**config.mk**
```make
export PLATFORM = sky130hd
export DESIGN_NAME = i2c_master_register_access
export DESIGN_NICKNAME = d
export VERILOG_FILES = /design/src/hdl/i2cm_pkg.sv /design/src/hdl/i2cm_fifo.sv /design/src/hdl/i2cm_front.sv /design/src/hdl/i2cm_engine.sv /design/src/hdl/i2c_master_register_access.sv
export VERILOG_INCLUDE_DIRS = /design/src /design/src/hdl
export SDC_FILE = /design/constraint.sdc
export NUM_CORES = 1
export LEC_CHECK = 0
export ABC_CLOCK_PERIOD_IN_PS = 7500
export BUFFER_PORTS_ARGS = -buffer_cell sky130_fd_sc_hd__buf_2
export CELL_PAD_IN_SITES_DETAIL_PLACEMENT = 1
export CELL_PAD_IN_SITES_GLOBAL_PLACEMENT = 2
export CORE_UTILIZATION = 40
export CTS_CLUSTER_DIAMETER = 80
export DETAILED_ROUTE_END_ITERATION = 10
export PLACE_DENSITY = 0.74
export SYNTH_ARGS = -nofsm -noshare
export SYNTH_HDL_FRONTEND = slang
export SYNTH_HIERARCHICAL = 1
export SYNTH_SLANG_ARGS = --single-unit
```
**constraint.sdc**
```tcl
create_clock -name clk_i -period 7.5 [get_ports clk_i]
set_input_delay 0.375 -clock clk_i [delete_from_list [all_inputs] [get_ports clk_i]]
set_output_delay 0.375 -clock clk_i [all_outputs]
set_load 0.02 [all_outputs]
```
**src/hdl/i2c_master_register_access_macros.svh**
```systemverilog
// ----------------------------------------------------------------------------
// i2c master register access assertion macros
// concurrent assertion helpers, empty when SYNTHESIS is set
// ----------------------------------------------------------------------------
`ifndef I2C_MASTER_REGISTER_ACCESS_MACROS_SVH
`define I2C_MASTER_REGISTER_ACCESS_MACROS_SVH

`ifndef SYNTHESIS
// checked only while out of reset
`define I2CM_ASSERT(lbl, prop, msg) \
  lbl: assert property (@(posedge clk_i) disable iff (!rst_ni) (prop)) else $error(msg);
// checked at every edge, reset included
`define I2CM_ASSERT_ALWAYS(lbl, prop, msg) \
  lbl: assert property (@(posedge clk_i) (prop)) else $error(msg);
`else
`define I2CM_ASSERT(lbl, prop, msg)
`define I2CM_ASSERT_ALWAYS(lbl, prop, msg)
`endif

`endif

```
**src/hdl/i2cm_pkg.sv**
```systemverilog
// ----------------------------------------------------------------------------
// i2cm_pkg
// shared types and constants of the i2c master register access block
// ----------------------------------------------------------------------------
`timescale 1ns / 1ps
`default_nettype none

package i2cm_pkg;

  typedef enum logic [1:0] {
    OP_TICK       = 2'd0,
    OP_WORD_READ  = 2'd1,
    OP_BURST_READ = 2'd2,
    OP_BYTE_WRITE = 2'd3
  } op_e;

  localparam logic [7:0] ACK_TIMEOUT_RESET = 8'd210;
  localparam logic [7:0] WORD_READ_LEN     = 8'd2;

  // one tick request
  typedef struct packed {
    op_e        opcode;
    logic [6:0] device_address;
    logic [7:0] register_address;
    logic [7:0] write_value;
    logic [7:0] read_length;
    logic       sda_sample;
  } item_t;

  // one tick result
  typedef struct packed {
    logic       scl_level;
    logic       sda_release;
    logic [7:0] read_byte;
    logic       byte_valid;
    logic       last_byte;
    logic       done_res;
    logic       ack_error;
    logic       busy_res;
  } res_t;

  // classified request between front and back
  typedef struct packed {
    logic       start;
    op_e        kind;
    logic [6:0] device;
    logic [7:0] register;
    logic [7:0] value;
    logic [7:0] length;
    logic       sda;
  } cmd_t;

endpackage

`default_nettype wire

```
**src/hdl/i2cm_fifo.sv**
```systemverilog
// ----------------------------------------------------------------------------
// i2cm_fifo
// small first-word-fall-through queue with simultaneous push and pop
// ----------------------------------------------------------------------------
`timescale 1ns / 1ps
`default_nettype none

module i2cm_fifo #(
  parameter type T     = logic,
  parameter int  DEPTH = 2
) (
  input  wire  clk_i,
  input  wire  rst_ni,
  input  wire  push_i,
  input  T     data_i,
  output logic full_o,
  input  wire  pop_i,
  output T     data_o,
  output logic empty_o,
  output logic not_empty_o
);

  localparam int PtrW = (DEPTH > 1) ? $clog2(DEPTH) : 1;
  localparam int CntW = $clog2(DEPTH + 1);

  T                mem_q [DEPTH];
  logic [PtrW-1:0] wr_ptr_q, rd_ptr_q;
  logic [CntW-1:0] count_q;
  logic            push_ok, pop_ok;

  assign full_o      = (count_q == CntW'(DEPTH));
  assign empty_o     = (count_q == '0);
  assign not_empty_o = !empty_o;
  assign push_ok     = push_i && !full_o;
  assign pop_ok      = pop_i && !empty_o;
  assign data_o      = mem_q[rd_ptr_q];

  function automatic logic [PtrW-1:0] ptr_next(input logic [PtrW-1:0] p);
    ptr_next = (p == PtrW'(DEPTH - 1)) ? '0 : p + 1'b1;
  endfunction

  always_ff @(posedge clk_i) begin
    if (push_ok) begin
      mem_q[wr_ptr_q] <= data_i;
    end
  end

  always_ff @(posedge clk_i or negedge rst_ni) begin
    if (!rst_ni) begin
      wr_ptr_q <= '0;
      rd_ptr_q <= '0;
      count_q  <= '0;
    end else begin
      if (push_ok) begin
        wr_ptr_q <= ptr_next(wr_ptr_q);
      end
      if (pop_ok) begin
        rd_ptr_q <= ptr_next(rd_ptr_q);
      end
      if (push_ok && !pop_ok) begin
        count_q <= count_q + 1'b1;
      end else if (pop_ok && !push_ok) begin
        count_q <= count_q - 1'b1;
      end
    end
  end

endmodule

`default_nettype wire

```
**src/hdl/i2cm_front.sv**
```systemverilog
// ----------------------------------------------------------------------------
// i2cm_front
// classifies a tick request into a command for the bus engine
// ----------------------------------------------------------------------------
`timescale 1ns / 1ps
`default_nettype none

module i2cm_front
  import i2cm_pkg::*;
(
  input  item_t item_i,
  output cmd_t  cmd_o
);

  always_comb begin
    cmd_o.start    = (item_i.opcode != OP_TICK);
    cmd_o.kind     = item_i.opcode;
    cmd_o.device   = item_i.device_address;
    cmd_o.register = item_i.register_address;
    cmd_o.value    = item_i.write_value;
    cmd_o.sda      = item_i.sda_sample;
    case (item_i.opcode)
      OP_WORD_READ:  cmd_o.length = WORD_READ_LEN;
      // zero burst length counts as one byte
      OP_BURST_READ: cmd_o.length = (item_i.read_length == '0) ? 8'd1 : item_i.read_length;
      default:       cmd_o.length = '0;
    endcase
  end

endmodule

`default_nettype wire

```
**src/hdl/i2cm_engine.sv**
```systemverilog
// ----------------------------------------------------------------------------
// i2cm_engine
// bus sequencer, one half-bit interval per command
// ----------------------------------------------------------------------------
`timescale 1ns / 1ps
`default_nettype none

module i2cm_engine
  import i2cm_pkg::*;
(
  input  wire        clk_i,
  input  wire        rst_ni,
  input  wire [7:0]  ack_timeout_i,
  input  wire        cmd_valid_i,
  input  cmd_t       cmd_i,
  output logic       cmd_pop_o,
  input  wire        res_full_i,
  output logic       res_push_o,
  output res_t       res_o
);

  typedef enum logic [3:0] {
    PH_IDLE, PH_START, PH_TX_DEVW, PH_ACK_DEVW, PH_TX_REG, PH_ACK_REG,
    PH_TX_DATA, PH_ACK_DATA, PH_RESTART, PH_TX_DEVR, PH_ACK_DEVR,
    PH_RX, PH_MACK, PH_STOP, PH_STOP_ERR
  } phase_e;

  phase_e     phase_q, phase_d;
  logic [1:0] half_q, half_d;
  logic [3:0] bit_q, bit_d;
  logic [7:0] shift_q, shift_d;
  logic [7:0] left_q, left_d;
  op_e        kind_q, kind_d;
  logic [6:0] dev_q, dev_d;
  logic [7:0] reg_q, reg_d;
  logic [7:0] val_q, val_d;
  logic [7:0] wait_q, wait_d;
  logic [7:0] wait_inc;
  logic [7:0] rx_byte;
  logic       step;

  assign step       = cmd_valid_i && !res_full_i;
  assign cmd_pop_o  = step;
  assign res_push_o = step;
  assign wait_inc   = wait_q + 8'd1;
  assign rx_byte    = {shift_q[6:0], cmd_i.sda};

  always_comb begin
    phase_d = phase_q;
    half_d  = half_q;
    bit_d   = bit_q;
    shift_d = shift_q;
    left_d  = left_q;
    kind_d  = kind_q;
    dev_d   = dev_q;
    reg_d   = reg_q;
    val_d   = val_q;
    wait_d  = wait_q;

    res_o             = '0;
    res_o.scl_level   = 1'b1;
    res_o.sda_release = 1'b1;
    res_o.busy_res    = 1'b1;

    case (phase_q)
      PH_START: begin
        res_o.scl_level   = (half_q == 2'd0);
        res_o.sda_release = 1'b0;
        if (half_q == 2'd0) begin
          half_d = 2'd1;
        end else begin
          phase_d = PH_TX_DEVW;
          shift_d = {dev_q, 1'b0};
          bit_d   = '0;
          half_d  = '0;
        end
      end
      PH_TX_DEVW, PH_TX_REG, PH_TX_DATA, PH_TX_DEVR: begin
        res_o.sda_release = shift_q[7];
        res_o.scl_level   = (half_q != 2'd0);
        if (half_q == 2'd0) begin
          half_d = 2'd1;
        end else begin
          half_d  = '0;
          shift_d = {shift_q[6:0], 1'b0};
          bit_d   = bit_q + 4'd1;
          if (bit_q >= 4'd7) begin
            bit_d  = '0;
            wait_d = '0;
            case (phase_q)
              PH_TX_DEVW: phase_d = PH_ACK_DEVW;
              PH_TX_REG:  phase_d = PH_ACK_REG;
              PH_TX_DATA: phase_d = PH_ACK_DATA;
              default:    phase_d = PH_ACK_DEVR;
            endcase
          end
        end
      end
      PH_ACK_DEVW, PH_ACK_REG, PH_ACK_DATA, PH_ACK_DEVR: begin
        if (half_q == 2'd0) begin
          res_o.scl_level = 1'b0;
          half_d          = 2'd1;
        end else if (!cmd_i.sda) begin
          half_d = '0;
          bit_d  = '0;
          case (phase_q)
            PH_ACK_DEVW: begin
              phase_d = PH_TX_REG;
              shift_d = reg_q;
            end
            PH_ACK_REG: begin
              if (kind_q == OP_BYTE_WRITE) begin
                phase_d = PH_TX_DATA;
                shift_d = val_q;
              end else begin
                phase_d = PH_RESTART;
              end
            end
            PH_ACK_DATA: phase_d = PH_STOP;
            default: begin
              phase_d = PH_RX;
              shift_d = '0;
            end
          endcase
        end else begin
          wait_d = wait_inc;
          if (wait_inc >= ack_timeout_i) begin
            phase_d = PH_STOP_ERR;
            half_d  = '0;
          end
        end
      end
      PH_RESTART: begin
        res_o.scl_level   = (half_q == 2'd1) || (half_q == 2'd2);
        res_o.sda_release = (half_q < 2'd2);
        if (half_q < 2'd3) begin
          half_d = half_q + 2'd1;
        end else begin
          phase_d = PH_TX_DEVR;
          shift_d = {dev_q, 1'b1};
          bit_d   = '0;
          half_d  = '0;
        end
      end
      PH_RX: begin
        if (half_q == 2'd0) begin
          res_o.scl_level = 1'b0;
          half_d          = 2'd1;
        end else begin
          half_d  = '0;
          shift_d = rx_byte;
          bit_d   = bit_q + 4'd1;
          if (bit_q >= 4'd7) begin
            res_o.byte_valid = 1'b1;
            res_o.read_byte  = rx_byte;
            res_o.last_byte  = (left_q <= 8'd1);
            bit_d            = '0;
            phase_d          = PH_MACK;
          end
        end
      end
      PH_MACK: begin
        res_o.sda_release = !(left_q > 8'd1);
        res_o.scl_level   = (half_q != 2'd0);
        if (half_q == 2'd0) begin
          half_d = 2'd1;
        end else begin
          half_d = '0;
          if (left_q > 8'd1) begin
            left_d  = left_q - 8'd1;
            shift_d = '0;
            phase_d = PH_RX;
          end else begin
            phase_d = PH_STOP;
          end
        end
      end
      PH_STOP, PH_STOP_ERR: begin
        if (half_q == 2'd0) begin
          res_o.scl_level   = 1'b0;
          res_o.sda_release = 1'b0;
          half_d            = 2'd1;
        end else if (half_q == 2'd1) begin
          res_o.sda_release = 1'b0;
          half_d            = 2'd2;
        end else begin
          res_o.done_res  = 1'b1;
          res_o.ack_error = (phase_q == PH_STOP_ERR);
          res_o.busy_res  = 1'b0;
          phase_d         = PH_IDLE;
          half_d          = '0;
        end
      end
      default: begin
        phase_d        = PH_IDLE;
        half_d         = '0;
        res_o.busy_res = 1'b0;
        if (cmd_i.start) begin
          res_o.busy_res = 1'b1;
          kind_d         = cmd_i.kind;
          dev_d          = cmd_i.device;
          reg_d          = cmd_i.register;
          val_d          = cmd_i.value;
          left_d         = cmd_i.length;
          bit_d          = '0;
          wait_d         = '0;
          shift_d        = '0;
          phase_d        = PH_START;
        end
      end
    endcase
  end

  always_ff @(posedge clk_i or negedge rst_ni) begin
    if (!rst_ni) begin
      phase_q <= PH_IDLE;
      half_q  <= '0;
      bit_q   <= '0;
      shift_q <= '0;
      left_q  <= '0;
      kind_q  <= OP_TICK;
      dev_q   <= '0;
      reg_q   <= '0;
      val_q   <= '0;
      wait_q  <= '0;
    end else if (step) begin
      phase_q <= phase_d;
      half_q  <= half_d;
      bit_q   <= bit_d;
      shift_q <= shift_d;
      left_q  <= left_d;
      kind_q  <= kind_d;
      dev_q   <= dev_d;
      reg_q   <= reg_d;
      val_q   <= val_d;
      wait_q  <= wait_d;
    end
  end

endmodule

`default_nettype wire

```
**src/hdl/i2c_master_register_access.sv**
```systemverilog
// ----------------------------------------------------------------------------
// i2c_master_register_access
// i2c master for word read, burst read and byte write register transactions
// ----------------------------------------------------------------------------
// path: an accepted tick request is written into the command queue, and the
//   sequencer's step on it writes its result into the result queue
// throughput: one request per cycle while the result queue has room, set by
//   the step of the bus sequencer in the back end
// reset: sequencer idle, both queues empty, ack_timeout back to 210
// ----------------------------------------------------------------------------
`timescale 1ns / 1ps
`default_nettype none

`include "i2c_master_register_access_macros.svh"

module i2c_master_register_access
  import i2cm_pkg::*;
#(
  parameter int QUEUE_DEPTH = 2
) (
  input  wire        clk_i,
  input  wire        rst_ni,
  // request side
  input  wire        push,
  input  item_t      item_i,
  output logic       full,
  // result side
  output logic       empty,
  output res_t       res_o,
  input  wire        pop,
  // configuration write channel (ack_timeout)
  input  wire        cfg_valid_i,
  input  wire [7:0]  cfg_data_i,
  output logic       cfg_ready_o
);

  // configuration register, always writable
  logic [7:0] ack_timeout_q;

  assign cfg_ready_o = 1'b1;

  always_ff @(posedge clk_i or negedge rst_ni) begin
    if (!rst_ni) begin
      ack_timeout_q <= ACK_TIMEOUT_RESET;
    end else if (cfg_valid_i && cfg_ready_o) begin
      ack_timeout_q <= cfg_data_i;
    end
  end

  // front end: classify the tick request
  cmd_t front_cmd;

  i2cm_front u_front (
    .item_i (item_i),
    .cmd_o  (front_cmd)
  );

  // command queue between front and back, decouples request stalls
  cmd_t cmd_head;
  logic cmd_pop, cmd_empty, cmd_valid;

  i2cm_fifo #(
    .T     (cmd_t),
    .DEPTH (QUEUE_DEPTH)
  ) u_cmd_q (
    .clk_i       (clk_i),
    .rst_ni      (rst_ni),
    .push_i      (push),
    .data_i      (front_cmd),
    .full_o      (full),
    .pop_i       (cmd_pop),
    .data_o      (cmd_head),
    .empty_o     (cmd_empty),
    .not_empty_o (cmd_valid)
  );

  // back end: bus sequencer, steps once per command when result room exists
  res_t eng_res;
  logic res_push, res_full, res_valid;

  i2cm_engine u_engine (
    .clk_i         (clk_i),
    .rst_ni        (rst_ni),
    .ack_timeout_i (ack_timeout_q),
    .cmd_valid_i   (cmd_valid),
    .cmd_i         (cmd_head),
    .cmd_pop_o     (cmd_pop),
    .res_full_i    (res_full),
    .res_push_o    (res_push),
    .res_o         (eng_res)
  );

  // result queue, lets the sequencer run while the consumer stalls
  i2cm_fifo #(
    .T     (res_t),
    .DEPTH (QUEUE_DEPTH)
  ) u_res_q (
    .clk_i       (clk_i),
    .rst_ni      (rst_ni),
    .push_i      (res_push),
    .data_i      (eng_res),
    .full_o      (res_full),
    .pop_i       (pop),
    .data_o      (res_o),
    .empty_o     (empty),
    .not_empty_o (res_valid)
  );

  // an accepted request is waiting in the command queue in the next cycle
  `I2CM_ASSERT(a_cmd_held, (push && !full) |=> !cmd_empty, "accepted request lost")
  // a sequencer step always leaves a result to deliver
  `I2CM_ASSERT(a_step_res, cmd_pop |=> res_valid, "stepped request gave no result")
  // the sequencer never steps into a full result queue
  `I2CM_ASSERT(a_no_overrun, !(res_full && res_push), "result queue overrun")
  // an error result is always a finishing result
  `I2CM_ASSERT(a_err_done, (res_valid && res_o.ack_error) |-> res_o.done_res,
    "ack error without done")

endmodule

`default_nettype wire
```
# After elaboration in Yosys (flattened, before gate mapping)
# Memory sizes are Yosys's and may differ from the RTL's.
# Index checks and enable logic that the tools add are counted.
# word_totals
ramBits	100
inputBits	47
wordCells	213
reg_bits	75
mem_count	2
# mem_list
name	words	width	rd	rd_ports_with_merged_regs	write_ports	line	source
u_cmd_q.mem_q	2	35	1	0	1	i2cm_fifo.sv:26	T mem_q [DEPTH];
u_res_q.mem_q	2	15	1	0	1	i2cm_fifo.sv:26	
# op_classes
reduce_logical	50
bitwise_logic	5
addsub	12
order_cmp	6
n_mux	82
eq_ne	39
# op_table
op	n
$mux 8	18
$mux 4	20
$pmux 8 s7	1
$pmux 8 s3	2
$pmux 8 s2	2
$mux 10	3
$eq 4x4->1 const B	7
$pmux 4 s7	1
$pmux 4 s3	2
$mux 2	11
$ne 2x2->1 const B	11
$pmux 4 s5	1
$eq 4x3->1 const B	4
$mux 1	14
$reduce_or 14->1	1
$reduce_or 7->1	2
$reduce_and 13->1	1
$reduce_or 13->1	1
$reduce_and 12->1	1
$reduce_or 12->1	1
$eq 2x2->1 const B	5
$reduce_bool 2->1	5
$reduce_or 5->1	2
$logic_and 1x1->1	9
40 further kinds	69

# Longest topological paths before layout
# depth
word_depth	8
mapped_depth	12

# By module
# The synthesis kept the hierarchy.
# by_module_without_submodules
mod	area_each_um2	cells_per_inst	n_inst	seq_area_each_um2
i2cm_engine	4108.9	462	1	1476.4
i2cm_fifo (u_cmd_q)	2880.3	129	1	2202.1
i2cm_fifo (u_res_q)	1341.3	67	1	1001.0
i2c_master_register_access	347.8	19	1	205.2
i2cm_front	324.1	45	1	0.0

# Worst setup path after synthesis
# No wires, ideal clock.
# synth_path
path_kind	flip-flop to flip-flop
start	register u_engine.wait_q[0]
end	register u_engine.phase_q[0]
arrival_ns	2.561
setup_slack_ns	4.815
required_time_ns	7.375
path_buffers	0
stages_incl_launch_ff	12
cell_sequence	dfrtp_1 and3_1 and3_1 and3_1 xnor2_1 inv_1 ha_1 and2_1 a221oi_1 o21ai_0 o211ai_2 mux2_2
# synth_via
elab_chain_cells	4
# synth_rtl
item	line	source
start: declaration	i2cm_engine.sv:37	logic [7:0] wait_q, wait_d;
start signal: assignment	i2cm_engine.sv:236	wait_q <= wait_d;
$add 8x1->8	i2cm_engine.sv:45	assign wait_inc = wait_q + 8'd1;
$ge 8x8->1	i2cm_engine.sv:127	if (wait_inc >= ack_timeout_i) begin
$ne 3x3->1 (no source line)	--	
$reduce_and 12->1 (no source line)	--	
end signal: assignment	i2cm_engine.sv:227	phase_q <= phase_d;
end: declaration	i2cm_engine.sv:28	phase_e phase_q, phase_d;
# Every way passes these cells.
# A chain may end at the register's enable or synchronous reset.

# Final worst setup path
# Same ends and word-level chain as after synthesis.

==> results.sh <==
export IMPL_cts_tree="yes"
export IMPL_critPathArrivalTime_ps=3570
export IMPL_synth_nets=789
export IMPL_vias=5688
export IMPL_layout_commonest_cell="edfxtp_1"
export IMPL_hold_ws_ps=124
export IMPL_syn2layout_area_growth_pct=9.57
export IMPL_p_sw_frac=0.389
export IMPL_syn_inst=721
export IMPL_end_kind="register"
export IMPL_max_stage_delay_ps=430
export IMPL_finalWirelength_microns=19700
export IMPL_worst_skew_pair_late_latency_ps=430
export IMPL_ant_nets=0
export IMPL_finalHoldViolCount=0
export IMPL_fillerInstances=2282
export IMPL_overflow=0
export IMPL_fin_crit_sh=0.434
export IMPL_ctsHoldBuffers=0
export IMPL_slew_viol_final=0
export IMPL_rsz0062_at_grt="no"
export IMPL_cp_common_cell="and3_1"
export IMPL_crit_slowest_cell="dfrtp_1"
export IMPL_antenna_found_initial=0
export IMPL_start_util=0.410
export IMPL_via_per_inst=5.48
export IMPL_wire_per_inst_microns=19.0
export IMPL_crit_buf_inv=1
export IMPL_worstPathCellList="and3_1 > and3_1 > and3_1 > xnor2_1 > inv_1 > ha_1 > and2_1 > a221oi_1 > o21ai_0 > o211ai_2 > mux2_2"
export IMPL_core_sq_um=22000
export IMPL_synth_area_sq_um=9000
export IMPL_internal_power_mw=2.62
export IMPL_yosys_warnings=6
export IMPL_finalWorstSetupSlack_ps=4250
export IMPL_crit_family="compound AO/OA/AOI/OAI gates"
export IMPL_first_iter_violations=279
export IMPL_seqPwrFrac=0.377
export IMPL_violations="design-rule violations"
export IMPL_postSynthAreaPerCell_sq_um=12.5
export IMPL_io_buffers=63
export IMPL_nets=813
export IMPL_crit_path_start_kind="register"
export IMPL_drive_gt1_frac=0.288
export IMPL_cp_max_fo=7
export IMPL_grtUsageTotal=0.178
export IMPL_relSlewSlack=0.238
export IMPL_grt_max_degree=76
export IMPL_cap_violations=0
export IMPL_diodes=0
export IMPL_fin_tns_setup_ps=0
export IMPL_cts_reportedPaths_clkPinSlew_ps=70
export IMPL_firstDrtPassIters=7
export IMPL_critPathRequiredTime_ps=7820
export IMPL_numClockSinks=175
export IMPL_p_switching_mw=1.67
export IMPL_grt_pass1_wl_microns=32300
export IMPL_grt_pass1_vias=5998
export IMPL_combPwrFrac=0.419
export IMPL_min_period_ps=3250
export IMPL_clock_fmax_ghz=0.307
export IMPL_fp_row_count=54
export IMPL_leakagePower_nw=4.05
export IMPL_dpl_hpwl_microns=13500
export IMPL_outcome="complete, but fails checks"
export IMPL_dieArea_sq_um=23100
export IMPL_numCtsBuffers=17
export IMPL_min_path_type="in -> reg"
export IMPL_die_h_microns=152
export IMPL_p_clk_frac=0.204
export IMPL_worst_slew_pin_slew_ps=1140
export IMPL_die_x_microns=152
export IMPL_crit_type="reg -> reg"
export IMPL_cts_resized=0
export IMPL_io_pins=65
export IMPL_cts_root_buf="clkbuf_16"
export IMPL_setup_viol=0
export IMPL_routabilityCongestion=0.805
export IMPL_cts_htree_levels=4
export IMPL_cts_buffer_depth=2
export IMPL_drc_errors=6
export IMPL_most_common_layout_cells="edfxtp_1, dfrtp_1, buf_2"
export IMPL_ir_drop_mv=0.176
export IMPL_p_per_area_nw_per_um2=435
export IMPL_dp_slack_ps=4390
export IMPL_skew_ps=9.89
export IMPL_post_cts_buffers=0
## power by group through the flow
| stage | clock network, mW | registers (mW) | logic (mW) |
|---|---|---|---|
| 3_5_place_dp | 0 | 1.64 | 1.82 |
| 6_report | 0.874 | 1.62 | 1.80 |
| 5_1_grt | 0.932 | 1.67 | 1.98 |
| 2_1_floorplan | 0 | 1.52 | 1.50 |
| 4_1_cts | 0.902 | 1.63 | 1.82 |
| 3_3_place_gp | 0 | 1.62 | 1.76 |
## state kept, by name, indices dropped and copies added, names as in the netlist
name and count:
ack_timeout_q 8, u_engine/val_q 8, u_res_q/count_q 2, u_res_q/mem_q 30, u_res_q/wr_ptr_q 1, u_res_q/rd_ptr_q 1, u_cmd_q/wr_ptr_q 1, u_engine/wait_q 8
u_cmd_q/count_q 2, u_engine/dev_q 7, u_engine/left_q 8, u_engine/shift_q 8, u_engine/bit_q 4, u_engine/half_q 2, u_cmd_q/rd_ptr_q 1, u_engine/kind_q 2
u_engine/phase_q 4, u_cmd_q/mem_q 70, u_engine/reg_q 8
## metrics by stage
step | instances | total power, mW | instance area, sq um | utilization
final | 1038 | 4.29 | 9860 | 0.449
after CTS | 1038 | 4.35 | 9860 | 0.449
after detailed placement | 1006 | 3.46 | 9260 | 0.422
after floorplan | 721 | 3.02 | 9000 | -
after global placement | 1006 | 3.38 | 9260 | 0.422
after global routing | 1038 | 4.58 | 9860 | 0.449
## routing by layer
metal,GRT usage,share of wire
met5,0,0
met2,0.310,0.50
met4,0.0627,0.019
met3,0.0368,0.033
met1,0.220,0.44
## worst paths after layout
path | cells past startpoint | endpoint | start | slack (ps)
worst max-delay path | 11 | u_engine/phase_q[0] | u_engine/wait_q[0] | 4250
max in group asynchronous | 2 | u_cmd_q/rd_ptr_q | rst_ni | 6620
worst max register to register | 11 | u_engine/phase_q[0] | u_engine/wait_q[0] | 4250
worst min-delay path | 1 | u_cmd_q/mem_q[1][30] | item_i[30] | 120
worst min register to register | 1 | u_res_q/wr_ptr_q | u_res_q/wr_ptr_q | 500
min in group asynchronous | 2 | u_engine/wait_q[0] | rst_ni | 180
## layout make-up
cell class | count | area, sq um | area share
Clock inverter | 14 | 166 | 0.0169
Clock buffer | 18 | 429 | 0.0435
Sequential cell | 175 | 4890 | 0.496
Timing Repair Buffer | 72 | 383 | 0.0388
Tap cell | 280 | 350 | 0.0355
Inverter | 32 | 120 | 0.0122
Multi-Input combinational cell | 447 | 3520 | 0.357
## worst reg2reg max path, cell delays in order, from the launching register on
cell      delay [ps]
dfrtp_1          430
and3_1           250
and3_1           210
and3_1           190
xnor2_1          200
inv_1             70
ha_1             300
and2_1           180
a221oi_1         300
o21ai_0          290
o211ai_2         350
mux2_2           370
Note: power is estimated with default switching activity, not from simulation.
